===== config.mk =====
export PLATFORM = sky130hd
export DESIGN_NAME = line_follow_steering_decider
export DESIGN_NICKNAME = d
export VERILOG_FILES = /design/src/rtl/lfsd_pkg.sv /design/src/rtl/lfsd_cordic.sv /design/src/rtl/lfsd_div5.sv /design/src/rtl/line_follow_steering_decider.sv
export SDC_FILE = /design/constraint.sdc
export NUM_CORES = 1
export LEC_CHECK = 0
export ABC_AREA = 1
export BUFFER_PORTS_ARGS = -buffer_cell sky130_fd_sc_hd__clkbuf_2
export CAP_MARGIN = 20
export CORE_MARGIN = 2
export CORE_UTILIZATION = 55
export DETAILED_ROUTE_END_ITERATION = 7
export GPL_TIMING_DRIVEN = 0
export PLACE_DENSITY_LB_ADDON = 0.2
export SLEW_MARGIN = 30
export SYNTH_ARGS = -nofsm -noshare
export SYNTH_HDL_FRONTEND = slang
export SYNTH_HIERARCHICAL = 1
export SYNTH_SLANG_ARGS = --single-unit

===== constraint.sdc =====
create_clock -name clk -period 13 [get_ports clk]
set_input_delay 0 -clock clk [delete_from_list [all_inputs] [get_ports clk]]
set_output_delay 0 -clock clk [all_outputs]
set_load 0.05 [all_outputs]

===== src/rtl/lfsd_pkg.sv =====
// Shared types, widths and constants for the line-follow steering decider.
// Used by the CORDIC unit, the divide-by-five unit and the top level.
package lfsd_pkg;

  // Datapath widths: CORDIC x/y carry the 16x scaled vector, angles are Q3.12.
  localparam int XW = 17;
  localparam int ZW = 16;
  localparam int NW = 17;

  // Divide by five as a multiply by round(2^18 / 5) and a shift.
  localparam int DIV_SHIFT = 18;
  localparam logic [16:0] DIV_RECIP = 17'd52429;

  typedef enum logic [2:0] {
    CMD_IDLE         = 3'd0,
    CMD_STRAFE_RIGHT = 3'd1,
    CMD_STRAFE_LEFT  = 3'd2,
    CMD_TURN_LEFT    = 3'd3,
    CMD_TURN_RIGHT   = 3'd4,
    CMD_FORWARD      = 3'd5
  } cmd_t;

  typedef enum logic [2:0] {
    REG_CENTER_COLUMN = 3'd0,
    REG_SIDE_LIMIT    = 3'd1,
    REG_ANGLE_LIMIT   = 3'd2,
    REG_TIMEOUT_MS    = 3'd3,
    REG_TICK_MS       = 3'd4
  } reg_idx_t;

  // round(atan(2^-i) * 4096) for the CORDIC micro-rotations.
  function automatic logic [11:0] atan_entry(input logic [3:0] idx);
    logic [11:0] val;
    case (idx)
      4'd0:    val = 12'd3217;
      4'd1:    val = 12'd1899;
      4'd2:    val = 12'd1003;
      4'd3:    val = 12'd509;
      4'd4:    val = 12'd256;
      4'd5:    val = 12'd128;
      4'd6:    val = 12'd64;
      4'd7:    val = 12'd32;
      4'd8:    val = 12'd16;
      4'd9:    val = 12'd8;
      4'd10:   val = 12'd4;
      4'd11:   val = 12'd2;
      4'd12:   val = 12'd1;
      default: val = 12'd0;
    endcase
    return val;
  endfunction

endpackage


===== src/rtl/lfsd_cordic.sv =====
// Iterative vectoring CORDIC: one micro-rotation per cycle on shifters shared by all steps.
// Depends on lfsd_pkg for widths and the arctangent table.
module lfsd_cordic import lfsd_pkg::*; #(
  parameter int STEPS = 14
) (
  input  logic                 clk,
  input  logic                 rst,
  input  logic                 start,
  input  logic signed [9:0]    y_in,
  input  logic        [8:0]    x_in,
  output logic                 done,
  output logic signed [ZW-1:0] angle
);

  localparam int CW = $clog2(STEPS + 1);

  logic signed [XW-1:0] x;
  logic signed [XW-1:0] y;
  logic signed [ZW-1:0] z;
  logic [CW-1:0]        step;
  logic                 running;

  logic signed [XW-1:0] dx;
  logic signed [XW-1:0] dy;
  logic signed [ZW-1:0] rot;

  always_comb begin
    dx  = y >>> step;
    dy  = x >>> step;
    rot = signed'({{(ZW-12){1'b0}}, atan_entry(step[3:0])});
  end

  always_ff @(posedge clk) begin
    if (rst) begin
      running <= 1'b0;
      done    <= 1'b0;
    end else begin
      done <= 1'b0;
      if (start) begin
        running <= 1'b1;
        step    <= '0;
        x       <= signed'({{(XW-13){1'b0}}, x_in, 4'b0000});
        y       <= signed'({{(XW-14){y_in[9]}}, y_in, 4'b0000});
        z       <= '0;
      end else if (running) begin
        // A zero residual leaves the vector where it is.
        if (y > 0) begin
          x <= x + dx;
          y <= y - dy;
          z <= z + rot;
        end else if (y < 0) begin
          x <= x - dx;
          y <= y + dy;
          z <= z - rot;
        end
        if (step == CW'(STEPS - 1)) begin
          running <= 1'b0;
          done    <= 1'b1;
        end
        step <= step + 1'b1;
      end
    end
  end

  assign angle = z;

endmodule


===== src/rtl/lfsd_div5.sv =====
// Signed divide by five, truncating toward zero, through a reciprocal multiply.
// Depends on lfsd_pkg for widths and the reciprocal constant.
module lfsd_div5 import lfsd_pkg::*; (
  input  logic                 clk,
  input  logic                 load,
  input  logic signed [NW-1:0] num,
  output logic signed [ZW-1:0] quo
);

  logic [NW-1:0] mag_full;
  logic [15:0]   mag;
  logic [32:0]   prod;
  logic [14:0]   qmag;
  logic          neg;

  // The magnitude stays below 2^16, where the reciprocal is exact.
  always_comb begin
    mag_full = num[NW-1] ? NW'(-num) : NW'(num);
    mag      = mag_full[15:0];
    prod     = {17'd0, mag} * {16'd0, DIV_RECIP};
  end

  always_ff @(posedge clk) begin
    if (load) begin
      qmag <= prod[DIV_SHIFT+14:DIV_SHIFT];
      neg  <= num[NW-1];
    end
  end

  assign quo = neg ? -signed'({1'b0, qmag}) : signed'({1'b0, qmag});

endmodule


===== src/rtl/line_follow_steering_decider.sv =====
// Line-follow steering decider. A detection runs the CORDIC, two passes through the shared
// divide-by-five, the decision and the output stage; the first detection skips the two passes
// through the divider. A tick updates the timer and goes to the output stage. One item is in
// work at a time; its result is loaded once the output holds no unaccepted beat, and the next
// is taken the cycle after the result is loaded. Synchronous reset restores the register
// defaults and clears the averages, the timer and the command to idle.
module line_follow_steering_decider import lfsd_pkg::*; #(
  parameter int CORDIC_STEPS = 14
) (
  input  logic               clk,
  input  logic               rst,
  input  logic               psel,
  input  logic               penable,
  input  logic               pwrite,
  input  logic [4:0]         paddr,
  input  logic [31:0]        pwdata,
  output logic [31:0]        prdata,
  output logic               pready,
  input  logic               item_valid,
  output logic               item_ready,
  input  logic               action,
  input  logic [8:0]         line_column,
  input  logic [8:0]         line_row,
  output logic               result_valid,
  input  logic               result_ready,
  output logic [2:0]         command,
  output logic signed [9:0]  smooth_offset,
  output logic signed [14:0] smooth_angle
);

  typedef enum logic [2:0] {
    ST_IDLE, ST_CORDIC, ST_DIV_OFF, ST_DIV_ANG, ST_DIV_WB, ST_DECIDE, ST_TICK, ST_DONE
  } state_t;

  state_t state;

  logic [8:0]  center_column;
  logic [8:0]  side_limit;
  logic [13:0] angle_limit;
  logic [15:0] timeout_ms;
  logic [7:0]  tick_ms;

  logic                 seen_once;
  logic signed [9:0]    offset_avg;
  logic signed [ZW-1:0] angle_avg;
  cmd_t                 current_command;
  logic [15:0]          time_left;
  logic signed [9:0]    off;

  logic                 accept;
  logic signed [9:0]    off_in;
  logic                 cordic_done;
  logic signed [ZW-1:0] cordic_angle;
  logic                 div_load;
  logic signed [NW-1:0] div_num;
  logic signed [ZW-1:0] div_quo;
  logic signed [NW-1:0] off_num;
  logic signed [NW-1:0] ang_num;
  logic                 wr_en;
  cmd_t                 cmd_next;

  assign pready     = 1'b1;
  assign wr_en      = psel & penable & pwrite;
  assign item_ready = (state == ST_IDLE);
  assign accept     = item_valid & item_ready;
  assign off_in     = signed'({1'b0, line_column}) - signed'({1'b0, center_column});

  always_comb begin
    case (reg_idx_t'(paddr[4:2]))
      REG_CENTER_COLUMN: prdata = {23'd0, center_column};
      REG_SIDE_LIMIT:    prdata = {23'd0, side_limit};
      REG_ANGLE_LIMIT:   prdata = {18'd0, angle_limit};
      REG_TIMEOUT_MS:    prdata = {16'd0, timeout_ms};
      REG_TICK_MS:       prdata = {24'd0, tick_ms};
      default:           prdata = '0;
    endcase
  end

  // Numerators of (2*new + 3*old), fed one after the other to the divider.
  always_comb begin
    off_num  = NW'(2 * NW'(off)) + NW'(3 * NW'(offset_avg));
    ang_num  = NW'(2 * NW'(cordic_angle)) + NW'(3 * NW'(angle_avg));
    div_load = (state == ST_DIV_OFF) || (state == ST_DIV_ANG);
    div_num  = (state == ST_DIV_OFF) ? off_num : ang_num;
  end

  always_comb begin
    if (11'(offset_avg) > signed'({2'b00, side_limit})) begin
      cmd_next = CMD_STRAFE_RIGHT;
    end else if (11'(offset_avg) < -signed'({2'b00, side_limit})) begin
      cmd_next = CMD_STRAFE_LEFT;
    end else if (17'(angle_avg) < -signed'({3'b000, angle_limit})) begin
      cmd_next = CMD_TURN_LEFT;
    end else if (17'(angle_avg) > signed'({3'b000, angle_limit})) begin
      cmd_next = CMD_TURN_RIGHT;
    end else begin
      cmd_next = CMD_FORWARD;
    end
  end

  lfsd_cordic #(
    .STEPS(CORDIC_STEPS)
  ) u_cordic (
    .clk   (clk),
    .rst   (rst),
    .start (accept & ~action),
    .y_in  (off_in),
    .x_in  (line_row),
    .done  (cordic_done),
    .angle (cordic_angle)
  );

  lfsd_div5 u_div5 (
    .clk  (clk),
    .load (div_load),
    .num  (div_num),
    .quo  (div_quo)
  );

  always_ff @(posedge clk) begin
    if (rst) begin
      state           <= ST_IDLE;
      center_column   <= 9'd172;
      side_limit      <= 9'd80;
      angle_limit     <= 14'd2048;
      timeout_ms      <= 16'd2000;
      tick_ms         <= 8'd10;
      seen_once       <= 1'b0;
      offset_avg      <= '0;
      angle_avg       <= '0;
      current_command <= CMD_IDLE;
      time_left       <= '0;
      result_valid    <= 1'b0;
    end else begin
      if (wr_en) begin
        case (reg_idx_t'(paddr[4:2]))
          REG_CENTER_COLUMN: center_column <= pwdata[8:0];
          REG_SIDE_LIMIT:    side_limit    <= pwdata[8:0];
          REG_ANGLE_LIMIT:   angle_limit   <= pwdata[13:0];
          REG_TIMEOUT_MS:    timeout_ms    <= pwdata[15:0];
          REG_TICK_MS:       tick_ms       <= pwdata[7:0];
          default:           ;
        endcase
      end

      // In ST_DONE a taken beat is replaced by the new result below.
      if (result_valid && result_ready && state != ST_DONE) begin
        result_valid <= 1'b0;
      end

      case (state)
        ST_IDLE: begin
          if (accept) begin
            off   <= off_in;
            state <= action ? ST_TICK : ST_CORDIC;
          end
        end
        ST_CORDIC: begin
          if (cordic_done) begin
            if (seen_once) begin
              state <= ST_DIV_OFF;
            end else begin
              // The first detection loads the averages without smoothing.
              offset_avg <= off;
              angle_avg  <= cordic_angle;
              seen_once  <= 1'b1;
              state      <= ST_DECIDE;
            end
          end
        end
        ST_DIV_OFF: begin
          state <= ST_DIV_ANG;
        end
        ST_DIV_ANG: begin
          offset_avg <= div_quo[9:0];
          state      <= ST_DIV_WB;
        end
        ST_DIV_WB: begin
          angle_avg <= div_quo;
          state     <= ST_DECIDE;
        end
        ST_DECIDE: begin
          current_command <= cmd_next;
          time_left       <= timeout_ms;
          state           <= ST_DONE;
        end
        ST_TICK: begin
          if (time_left <= {8'd0, tick_ms}) begin
            time_left       <= '0;
            current_command <= CMD_IDLE;
          end else begin
            time_left <= time_left - {8'd0, tick_ms};
          end
          state <= ST_DONE;
        end
        ST_DONE: begin
          if (!result_valid || result_ready) begin
            command       <= current_command;
            smooth_offset <= offset_avg;
            smooth_angle  <= angle_avg[14:0];
            result_valid  <= 1'b1;
            state         <= ST_IDLE;
          end
        end
        default: begin
          state <= ST_IDLE;
        end
      endcase
    end
  end

endmodule


Word level (Yosys, flattened, before mapping). Memories as Yosys holds them, arrays and structs flattened. A register that Yosys moved wholly into a read port is not among the register bits. Cells that the tools add are included.

Bitwise operators: 7. Reductions and logical operators: 28. Eq/ne operators: 18. Order comparisons: 7. Add/subtract/negate cells: 15. Shifts and indexed selects: 2. Multiplexer cells: 45. Multiply operators: 3.

Operators with widths (number): two-way mux 17 bit (8); two-way mux 16 bit (8); case mux 16 bit (5 select lines) (1); case mux 16 bit (2 select lines) (2); adder 17 bit (3); >>> shifter 17 x 4 -> 17 bit (2); subtractor 17 bit (2); multiplier 16 x 16 -> 32 bit, second input constant (1); two-way mux 3 bit (9); case mux 3 bit (7 select lines) (1); two-way mux 10 bit (2); case mux 10 bit (2 select lines) (1); AND reduction 3 bit (6); > comparator 17 x 1 -> 1 bit, second input constant (1); < comparator 16 x 17 -> 1 bit (1); < comparator 17 x 1 -> 1 bit, second input constant (1); multiplier 3 x 16 -> 17 bit, first input constant (1); negator 14 -> 17 bit (1); adder 16 x 13 -> 16 bit (1); > comparator 16 x 15 -> 1 bit (1); less-or-equal comparator 16 x 8 -> 1 bit (1); negator 14 -> 16 bit (1); negator 16 bit (1); AND reduction 2 bit (8); 30 further kinds (61).

Bits of input ports: 63. Memories kept: 1. Memory bits (read-only): 192. Flip-flop bits (word level): 215. Output and inout port bits: 63. Logic and storage cells: 152.

Memory list: (name not given) (words 16, width 12, rd ports 1, clocked after memory_dff 1, wr ports 0, RTL line lfsd_pkg.sv:34) `case (idx)`.

Logic depth before layout (Yosys ltp). Gate-level depths: netlist (run 1).

Depth in word-level cells: 6. Mapped depth: 47. Gate-level depth less buffers: 47.

By module. The synthesis (run 1) kept the hierarchy.

Modules (own cells, without submodules): line_follow_steering_decider (times used 1, area each 10627.7 µm², sequential area each 3263.1 µm², cells an instance 1419); lfsd_cordic (times used 1, area each 7688.6 µm², sequential area each 1901.8 µm², cells an instance 1143); lfsd_div5 (times used 1, area each 6492.5 µm², sequential area each 450.4 µm², cells an instance 852).

Worst setup path before layout (run 1). No wires, ideal clock.

Kind: register to register. Start point: register angle_avg[1]. End point: register u_div5.qmag[13] (data pin). Slack: 5.103 ns. Library setup time: 0.252 ns. Data arrival time: 7.644 ns. Period minus slack after synthesis: 7.897 ns. Cell stages (with the launch flop): 41. Buffers on the path: 0. Data required time: 12.748 ns. Path through: dfxtp_1 > ha_1 > inv_1 > fa_1 > inv_1 > ha_1 > inv_1 > fa_1 > inv_1 > nand3_1 > nand2_1 > nand2_1 > nand2_1 > a21oi_1 > inv_1 > nand4_1 > nand3_1 > nand2_1 > (+5 left out) > inv_1 > fa_1 > fa_1 > fa_1 > fa_1 > inv_1 > fa_1 > ha_1 > a21oi_1 > o21ai_0 > nand2_1 > nand2_1 > nand2_1 > nand2_1 > a21oi_1 > inv_1 > nand2_1 > nand2_1.

Elaborated cells between the ends (all ways): 6. Classes of those cells: add/sub: 2; mul: 2; mux: 2.

RTL lines: start, declared (RTL line line_follow_steering_decider.sv:45) `logic signed [ZW-1:0] angle_avg;`; start signal, assigned (RTL line line_follow_steering_decider.sv:165) `angle_avg <= cordic_angle;`; start signal, assigned (RTL line line_follow_steering_decider.sv:179) `angle_avg <= div_quo;`; multiplier 3 x 16 -> 17 bit (RTL line line_follow_steering_decider.sv:82) `ang_num = NW'(2 * NW'(cordic_angle)) + NW'(3 * NW'(angle_avg));`; adder 17 bit (RTL line line_follow_steering_decider.sv:82); two-way mux 17 bit (RTL line line_follow_steering_decider.sv:84) `div_num = (state == ST_DIV_OFF) ? off_num : ang_num;`; via div_num[16] (RTL line line_follow_steering_decider.sv:55) `logic signed [NW-1:0] div_num;`; two-way mux 16 bit (RTL line lfsd_div5.sv:18) `mag_full = num[NW-1] ? NW'(-num) : NW'(num);`; multiplier 16 x 16 -> 32 bit (RTL line lfsd_div5.sv:20) `prod = {17'd0, mag} * {16'd0, DIV_RECIP};`; via u_div5.prod[31] (RTL line lfsd_div5.sv:12) `logic [32:0] prod;`; end signal, assigned (RTL line lfsd_div5.sv:25) `qmag <= prod[DIV_SHIFT+14:DIV_SHIFT];`; end, declared (RTL line lfsd_div5.sv:13) `logic [14:0] qmag;`.

The timed path passes the listed nets, and every way through them passes these cells. A chain may end at the register's enable or synchronous reset.

Final worst setup path (run 1).
Start point: register angle_avg[2]. End point: register u_div5.qmag[11] (data pin).

Same word-level chain as after synthesis.

==> results of run 1 <==
cell usage after synthesis (12+ instances only):
cell type / number
a21o_1: 12
a21oi_1: 226
a31oi_1: 39
buf_2: 25
buf_4: 20
clkbuf_1: 39
dfxtp_1: 120
edfxtp_1: 107
fa_1: 103
ha_1: 314
inv_1: 559
inv_2: 17
nand2_1: 694
nand2_2: 33
nand3_1: 249
nand3_2: 17
nand4_1: 25
nor2_1: 248
nor3_1: 35
o21ai_0: 234
xnor2_1: 22
xor2_1: 90
metrics by stage:
| stage | cell area (um^2) | utilization [%] | cells | hold WS (ns) |
|---|---|---|---|---|
| floorplan | 24870 | - | 3429 | 0.09972 |
| global placement | 26060 | 58.67 | 4111 | 0.2488 |
| detailed placement | 26170 | 58.93 | 4119 | 0.2442 |
| CTS | 27430 | 61.76 | 4203 | 0.009398 |
| global route | 27430 | 61.76 | 4203 | 0.05740 |
| finish | 27430 | 61.76 | 4203 | 0.03184 |
cell families after synthesis:
| logic type | Yosys count | share of synthesized area, % |
|---|---|---|
| AO/OA/AOI/OAI | 607 | 13.65 |
| XOR/XNOR | 115 | 4.196 |
| adder cells (fa/ha/maj) | 417 | 24.15 |
| buffers and inverters | 674 | 10.96 |
| flip-flops | 227 | 22.63 |
| multiplexers | 1 | 0.04035 |
| other | 2 | 0.03027 |
| AND/OR/NAND/NOR | 1371 | 24.34 |
cell type report:
cell class	instances	area share (%)
buffer	96	1.989
clock buffer	33	2.696
clock inverter	16	0.6158
inverter	578	7.928
multi-input combinational	2528	60.32
sequential	227	20.47
tap	592	2.700
timing repair buffer	133	3.275
layout by cell type (no fill, tap or decap), types with 103 or more instances in the layout:
cell	netlist	final
nand3_1	249	249
ha_1	314	314
nand2_1	694	694
o21ai_0	234	232
edfxtp_1	107	107
nor2_1	248	248
inv_1	559	559
a21oi_1	226	225
dfxtp_1	120	120
fa_1	103	103
worst min-delay path by stage:
stage	end	from	depth (start not counted)	slack, ns
after detailed placement	timeout_ms[10]$_SDFFE_PP1P_	pwdata[10]	3	0.24
after global placement	timeout_ms[10]$_SDFFE_PP1P_	pwdata[10]	3	0.25
after global routing	off[4]$_DFFE_PP_	line_column[4]	3	0.06
after floorplan	center_column[2]$_SDFFE_PP1P_	rst	2	0.1
final	off[3]$_DFFE_PP_	line_column[3]	3	0.03
after CTS	off[3]$_DFFE_PP_	line_column[3]	3	0.009
critical path, delay by kind of cell, from the launching register on:
| family | cells | cell delay [ns] |
|---|---|---|
| AOI/OAI and AO/OA | 4 | 1.08 |
| xor gates and xnor gates | 1 | 0.56 |
| adders and majority gates | 11 | 4.42 |
| buffers and inverters | 9 | 1.03 |
| DFF | 1 | 0.47 |
| and+or+nand+nor | 13 | 1.63 |
sequential cells by signal, indices dropped and copies added, names as in the netlist, 3 cells and up:
signal	flops
u_cordic/x	17
angle_avg	16
state	3
smooth_angle	15
time_left	16
current_command	3
tick_ms	8
u_cordic/y	17
center_column	9
command	3
timeout_ms	16
angle_limit	14
off	10
smooth_offset	10
u_cordic/step	4
u_cordic/angle	16
u_cordic/rot	12
offset_avg	10
side_limit	9
u_div5/qmag	14
per-layer routing:
layer  track usage (%)  vias up  routed length [um]
li1                  -    11540                   -
met1             41.49    11100               31860
met2             53.57     1031               34390
met3             4.140      199                5482
met4             14.63        0                3718
met5                 0        -                   0
==> out/results.ini, run 1 <==
[status]
status=completed

[drt]
antenna_left=0
drt-initial-drc-count=2050
route.vias.total=23870
drc_errors=0
post_drt_via_cell_ratio=5.680
routed_wl_mm=75.44
drt_pass1_iterations=6
wire_per_inst_um=17.95

[sta]
timing.final.max_slew_violations=0
finalCritPeriodShare_pct=72.73
min_period_ns=9.455
finalSetupViolCount=0
finClkSkew_ns=0.02246
worst_pin_slew_ns=0.9277
rsz0062_at_grt=false
setup_ws_ns=3.545
setup_tns_ns=0
clock.fmax_ghz=0.1058
slew_headroom_pct=37.74
hold_violations=0

[die]
core-area_um2=44410
num_io_pins=126
die_height_um=216.4
die_w_um=216.4
dieArea_um2=46820
initial_core_util_pct=55.86
rows=77

[yosys]
syn_avg_cell_area_um2=7.267
syn-cell-area_um2=24810
synthCells=3414
synth_top_area_share_pct=15.84
synth_edf_count=107
async_flop_share_pct=0
synthTopCellsByArea=ha_1 (16%), edfxtp_1 (13%), nand2_1 (11%), dfxtp_1 (9.7%), inv_1 (8.5%)
ys_seq_elements=227
synthFlopType=dfxtp_1
yosysUniqueCellTypes=67
yosysWarnings=6
yosys.area.top_type=ha_1
seq_area_frac_synth_pct=22.63

[clock_tree]
cts_setup_buffers=0
clk_pin_slew_worst_paths_ns=0.06
insertion_delay_ns=0.55
post_cts_resized=0
h-tree-depth=1
cts.path.max_buffers=3
clock_sinks=227
numCtsBuffers=27
cts-root-buf=clkbuf_16
ctsHoldBuffers=35
cts_tree=yes

[worst_setup_path]
critPathCaptureType=flip-flop
crit_required_ns=13.29
crit_start=angle_avg[2]$_SDFFE_PP0P_
worstPathArrival_ns=9.74
reg2reg_to=u_div5/qmag[11]$_DFFE_PP_
cpMostUsedCell=inv_1
start_kind=flip-flop
slowest_delay_ns=0.63
slowest_stage=o21ai_1
r2r_cells=38
crit_end=u_div5/qmag[11]$_DFFE_PP_
rrSetupSlack_ns=3.54
worstSetupPathType=reg2reg
rr_startpoint=angle_avg[2]$_SDFFE_PP0P_
cp_max_fo=10

[layout]
area_growth_pct=10.57
multiInputGateArea_um2=16550
seqCellArea_um2=5615
nFillCells=4053
diodes=0
drive_gt1_share_pct=9.083
layout.nets=4071

[global_route]
grt_pass1_vias=23240
grt_usage_pct=32.09
grt_max_degree=19
gr-total-overflow=0
grt_pass1_wl_mm=120.6
antenna_found_initial=1

[place]
gp_congestion=1.004
hpwl_mm=61.98
io_buffers=90
pre_cts_slack_ns=3.796

[min_path]
hold_path_class=in2reg

[run]
drv_cap=0

Power of run 1 is left out: the tool's default activity adds up to more than one toggle a clock period on the data nets, which glitch-free logic cannot reach.
==> run 2: changes to the inputs <==
==> constraint.sdc (replaced) <==
create_clock -name clk -period 8.6 [get_ports clk]
set_input_delay 0 -clock clk [delete_from_list [all_inputs] [get_ports clk]]
set_output_delay 0 -clock clk [all_outputs]
set_load 0.05 [all_outputs]
==> out/results.ini, run 2 (same netlist as run 1, synthesis figures left out) <==
[layout]
nFillCells=3997  ; -1.4%
layout.nets=4093  ; +0.54%
multiInputGateArea_um2=16960  ; +2.5%
final_util_pct=63.16  ; +1.4 points
fin_cells=4225  ; +0.52%
area_growth_pct=13.07
layout_common_cells=nand2_1 (686), inv_1 (556), ha_1 (304)
reg_top3=u_cordic/x: 17 flops, u_cordic/y: 17 flops
diodes=0  ; unchanged
seqCellArea_um2=5630  ; +0.27%
layout_commonest_cell=nand2_1
drive_gt1_share_pct=11.64  ; +2.6 points

[sta]
min_period_ns=8.242  ; -1.213 ns
finalSetupViolCount=0  ; unchanged
finClkSkew_ns=0.02535  ; +0.002895 ns
hold_violations=0  ; unchanged
clock.fmax_ghz=0.1213  ; +15%
finalCritPeriodShare_pct=95.84  ; +23 points
worst_pin_slew_ns=0.9482  ; +0.02049 ns
setup_ws_ns=0.3578  ; -3.187 ns
slew_headroom_pct=36.36  ; -1.4 points
hold-worst-slack_ns=0.02533  ; -0.006510 ns
timing.final.max_slew_violations=0  ; unchanged

[drt]
post_drt_via_cell_ratio=5.657  ; -0.40%
drt_pass1_iterations=8  ; +2
wire_per_inst_um=17.99  ; +0.24%
drc_errors=0  ; unchanged
drt-initial-drc-count=2097  ; +2.3%
route.vias.total=23900  ; +0.13%
routed_wl_mm=76.02  ; +0.76%
antenna_left=0  ; unchanged

[die]
num_io_pins=126  ; unchanged
die_height_um=216.4  ; unchanged
rows=77  ; unchanged
die_w_um=216.4  ; unchanged
dieArea_um2=46820  ; unchanged
core-area_um2=44410  ; unchanged
initial_core_util_pct=55.86  ; unchanged

[clock_tree]
insertion_delay_ns=0.56  ; about the same
h-tree-depth=1  ; unchanged
numCtsBuffers=27  ; unchanged
cts.path.max_buffers=3  ; unchanged
cts_tree=yes
clk_pin_slew_worst_paths_ns=0.06  ; about the same
cts-root-buf=clkbuf_16
clock_sinks=227  ; unchanged

[worst_setup_path]
rr_startpoint=offset_avg[9]$_SDFFE_PP0P_
worstPathArrival_ns=8.53  ; -1.21 ns
slowest_delay_ns=0.55  ; -0.08 ns
critPathCaptureType=flip-flop
crit_required_ns=8.89  ; -4.40 ns
start_kind=flip-flop
worstSetupPathType=reg2reg
cp_max_fo=9  ; -1
slowest_stage=fa_1
r2r_cells=33  ; -13%
rrSetupSlack_ns=0.36  ; -3.19 ns
cp_num_buf_inv=7  ; -2
cp_top_family=adder cells
reg2reg_to=u_div5/qmag[11]$_DFFE_PP_

[min_path]
hold_path_class=in2reg
hold_depth=3  ; unchanged
hold_start=line_column[3]
hold-path-endpoint=off[3]$_DFFE_PP_

[global_route]
grt_usage_pct=32.16  ; +0.068 points
grt_pass1_wl_mm=120.8  ; +0.16%
grt_max_degree=19  ; unchanged
grt_pass1_vias=23240  ; +0.0086%
gr-total-overflow=0  ; unchanged
antenna_found_initial=1  ; unchanged

[place]
pre_cts_slack_ns=-0.6041  ; -4.400 ns
dp_cells=4119  ; unchanged
hpwl_mm=61.98  ; unchanged
io_buffers=90  ; unchanged
gp_congestion=1.004  ; unchanged

[status]
status=completed

[run]
drv_cap=0  ; unchanged

run 2: cell types whose count changed in the layout (fill, tap and decap cells not counted), moves of 6 or more:
| cell | before | now |
|---|---|---|
| a21oi_1 | 225 | 213 |
| a21oi_2 | 5 | 17 |
| buf_4 | 21 | 41 |
| dfxtp_1 | 120 | 114 |
| ha_1 | 314 | 304 |
| ha_4 | 0 | 10 |
| nand2_1 | 694 | 686 |
| nor2_1 | 248 | 239 |
| nor2_2 | 11 | 19 |
| o21ai_0 | 232 | 219 |
| o21ai_2 | 7 | 13 |
| xor2_1 | 90 | 83 |
run 2: final cells by class:
class	count	area share (%)
tap	592	2.641
clock buffer	33	2.636
sequential	227	20.07
timing repair buffer	155	3.849
inverter	578	7.752
clock inverter	16	0.6022
multi-input combinational	2528	60.47
buffer	96	1.980
run 2: worst max path at each step:
stage,startpoint,endpoint,slack (ns),depth (start not counted)
6_report,offset_avg[9]$_SDFFE_PP0P_,u_div5/qmag[11]$_DFFE_PP_,0.36,33
2_1_floorplan,angle_avg[1]$_SDFFE_PP0P_,u_div5/qmag[13]$_DFFE_PP_,0.70,40
3_3_place_gp,angle_avg[1]$_SDFFE_PP0P_,u_div5/qmag[13]$_DFFE_PP_,-0.85,40
3_5_place_dp,angle_avg[2]$_SDFFE_PP0P_,u_div5/qmag[8]$_DFFE_PP_,-0.60,37
4_1_cts,offset_avg[3]$_SDFFE_PP0P_,u_div5/qmag[13]$_DFFE_PP_,0.02,34
5_1_grt,offset_avg[3]$_SDFFE_PP0P_,u_div5/qmag[13]$_DFFE_PP_,-0.05,40
run 2: per-stage QoR:
step | area, um^2 | TNS (ns)
finish | 28050 | 0
global route | 28050 | -0.2481
CTS | 27540 | 0
detailed placement | 26170 | -6.579
global placement | 26060 | -10.01
floorplan | 24870 | 0
run 2: metal layers:
| metal | up-vias | GRT usage, % | share of wire (%) |
|---|---|---|---|
| met3 | 199 | 3.888 | 7.0 |
| met5 | - | 0 | 0 |
| li1 | 11590 | - | - |
| met1 | 11120 | 41.77 | 42 |
| met4 | 0 | 14.13 | 4.9 |
| met2 | 988 | 53.90 | 46 |
run 2: worst reg2reg max path, delay by kind of cell (launching register included):
family / cells / cell delay [ns]
xor gates and xnor gates: 2 / 0.56
buffers and inverters: 7 / 0.62
AOI/OAI and AO/OA: 3 / 0.58
and+or+nand+nor: 11 / 1.37
adders and majority gates: 10 / 4.41
DFF: 1 / 0.45
run 2: timing repair:
item                       4_1_cts  5_1_grt
setup endpoints to repair       14       14
gates resized for setup         14       95
pin swaps                        4       21
setup buffers                    8       14
hold endpoints to repair        73        0
hold buffers                    35        0
Power of run 2 is left out for the same reason.
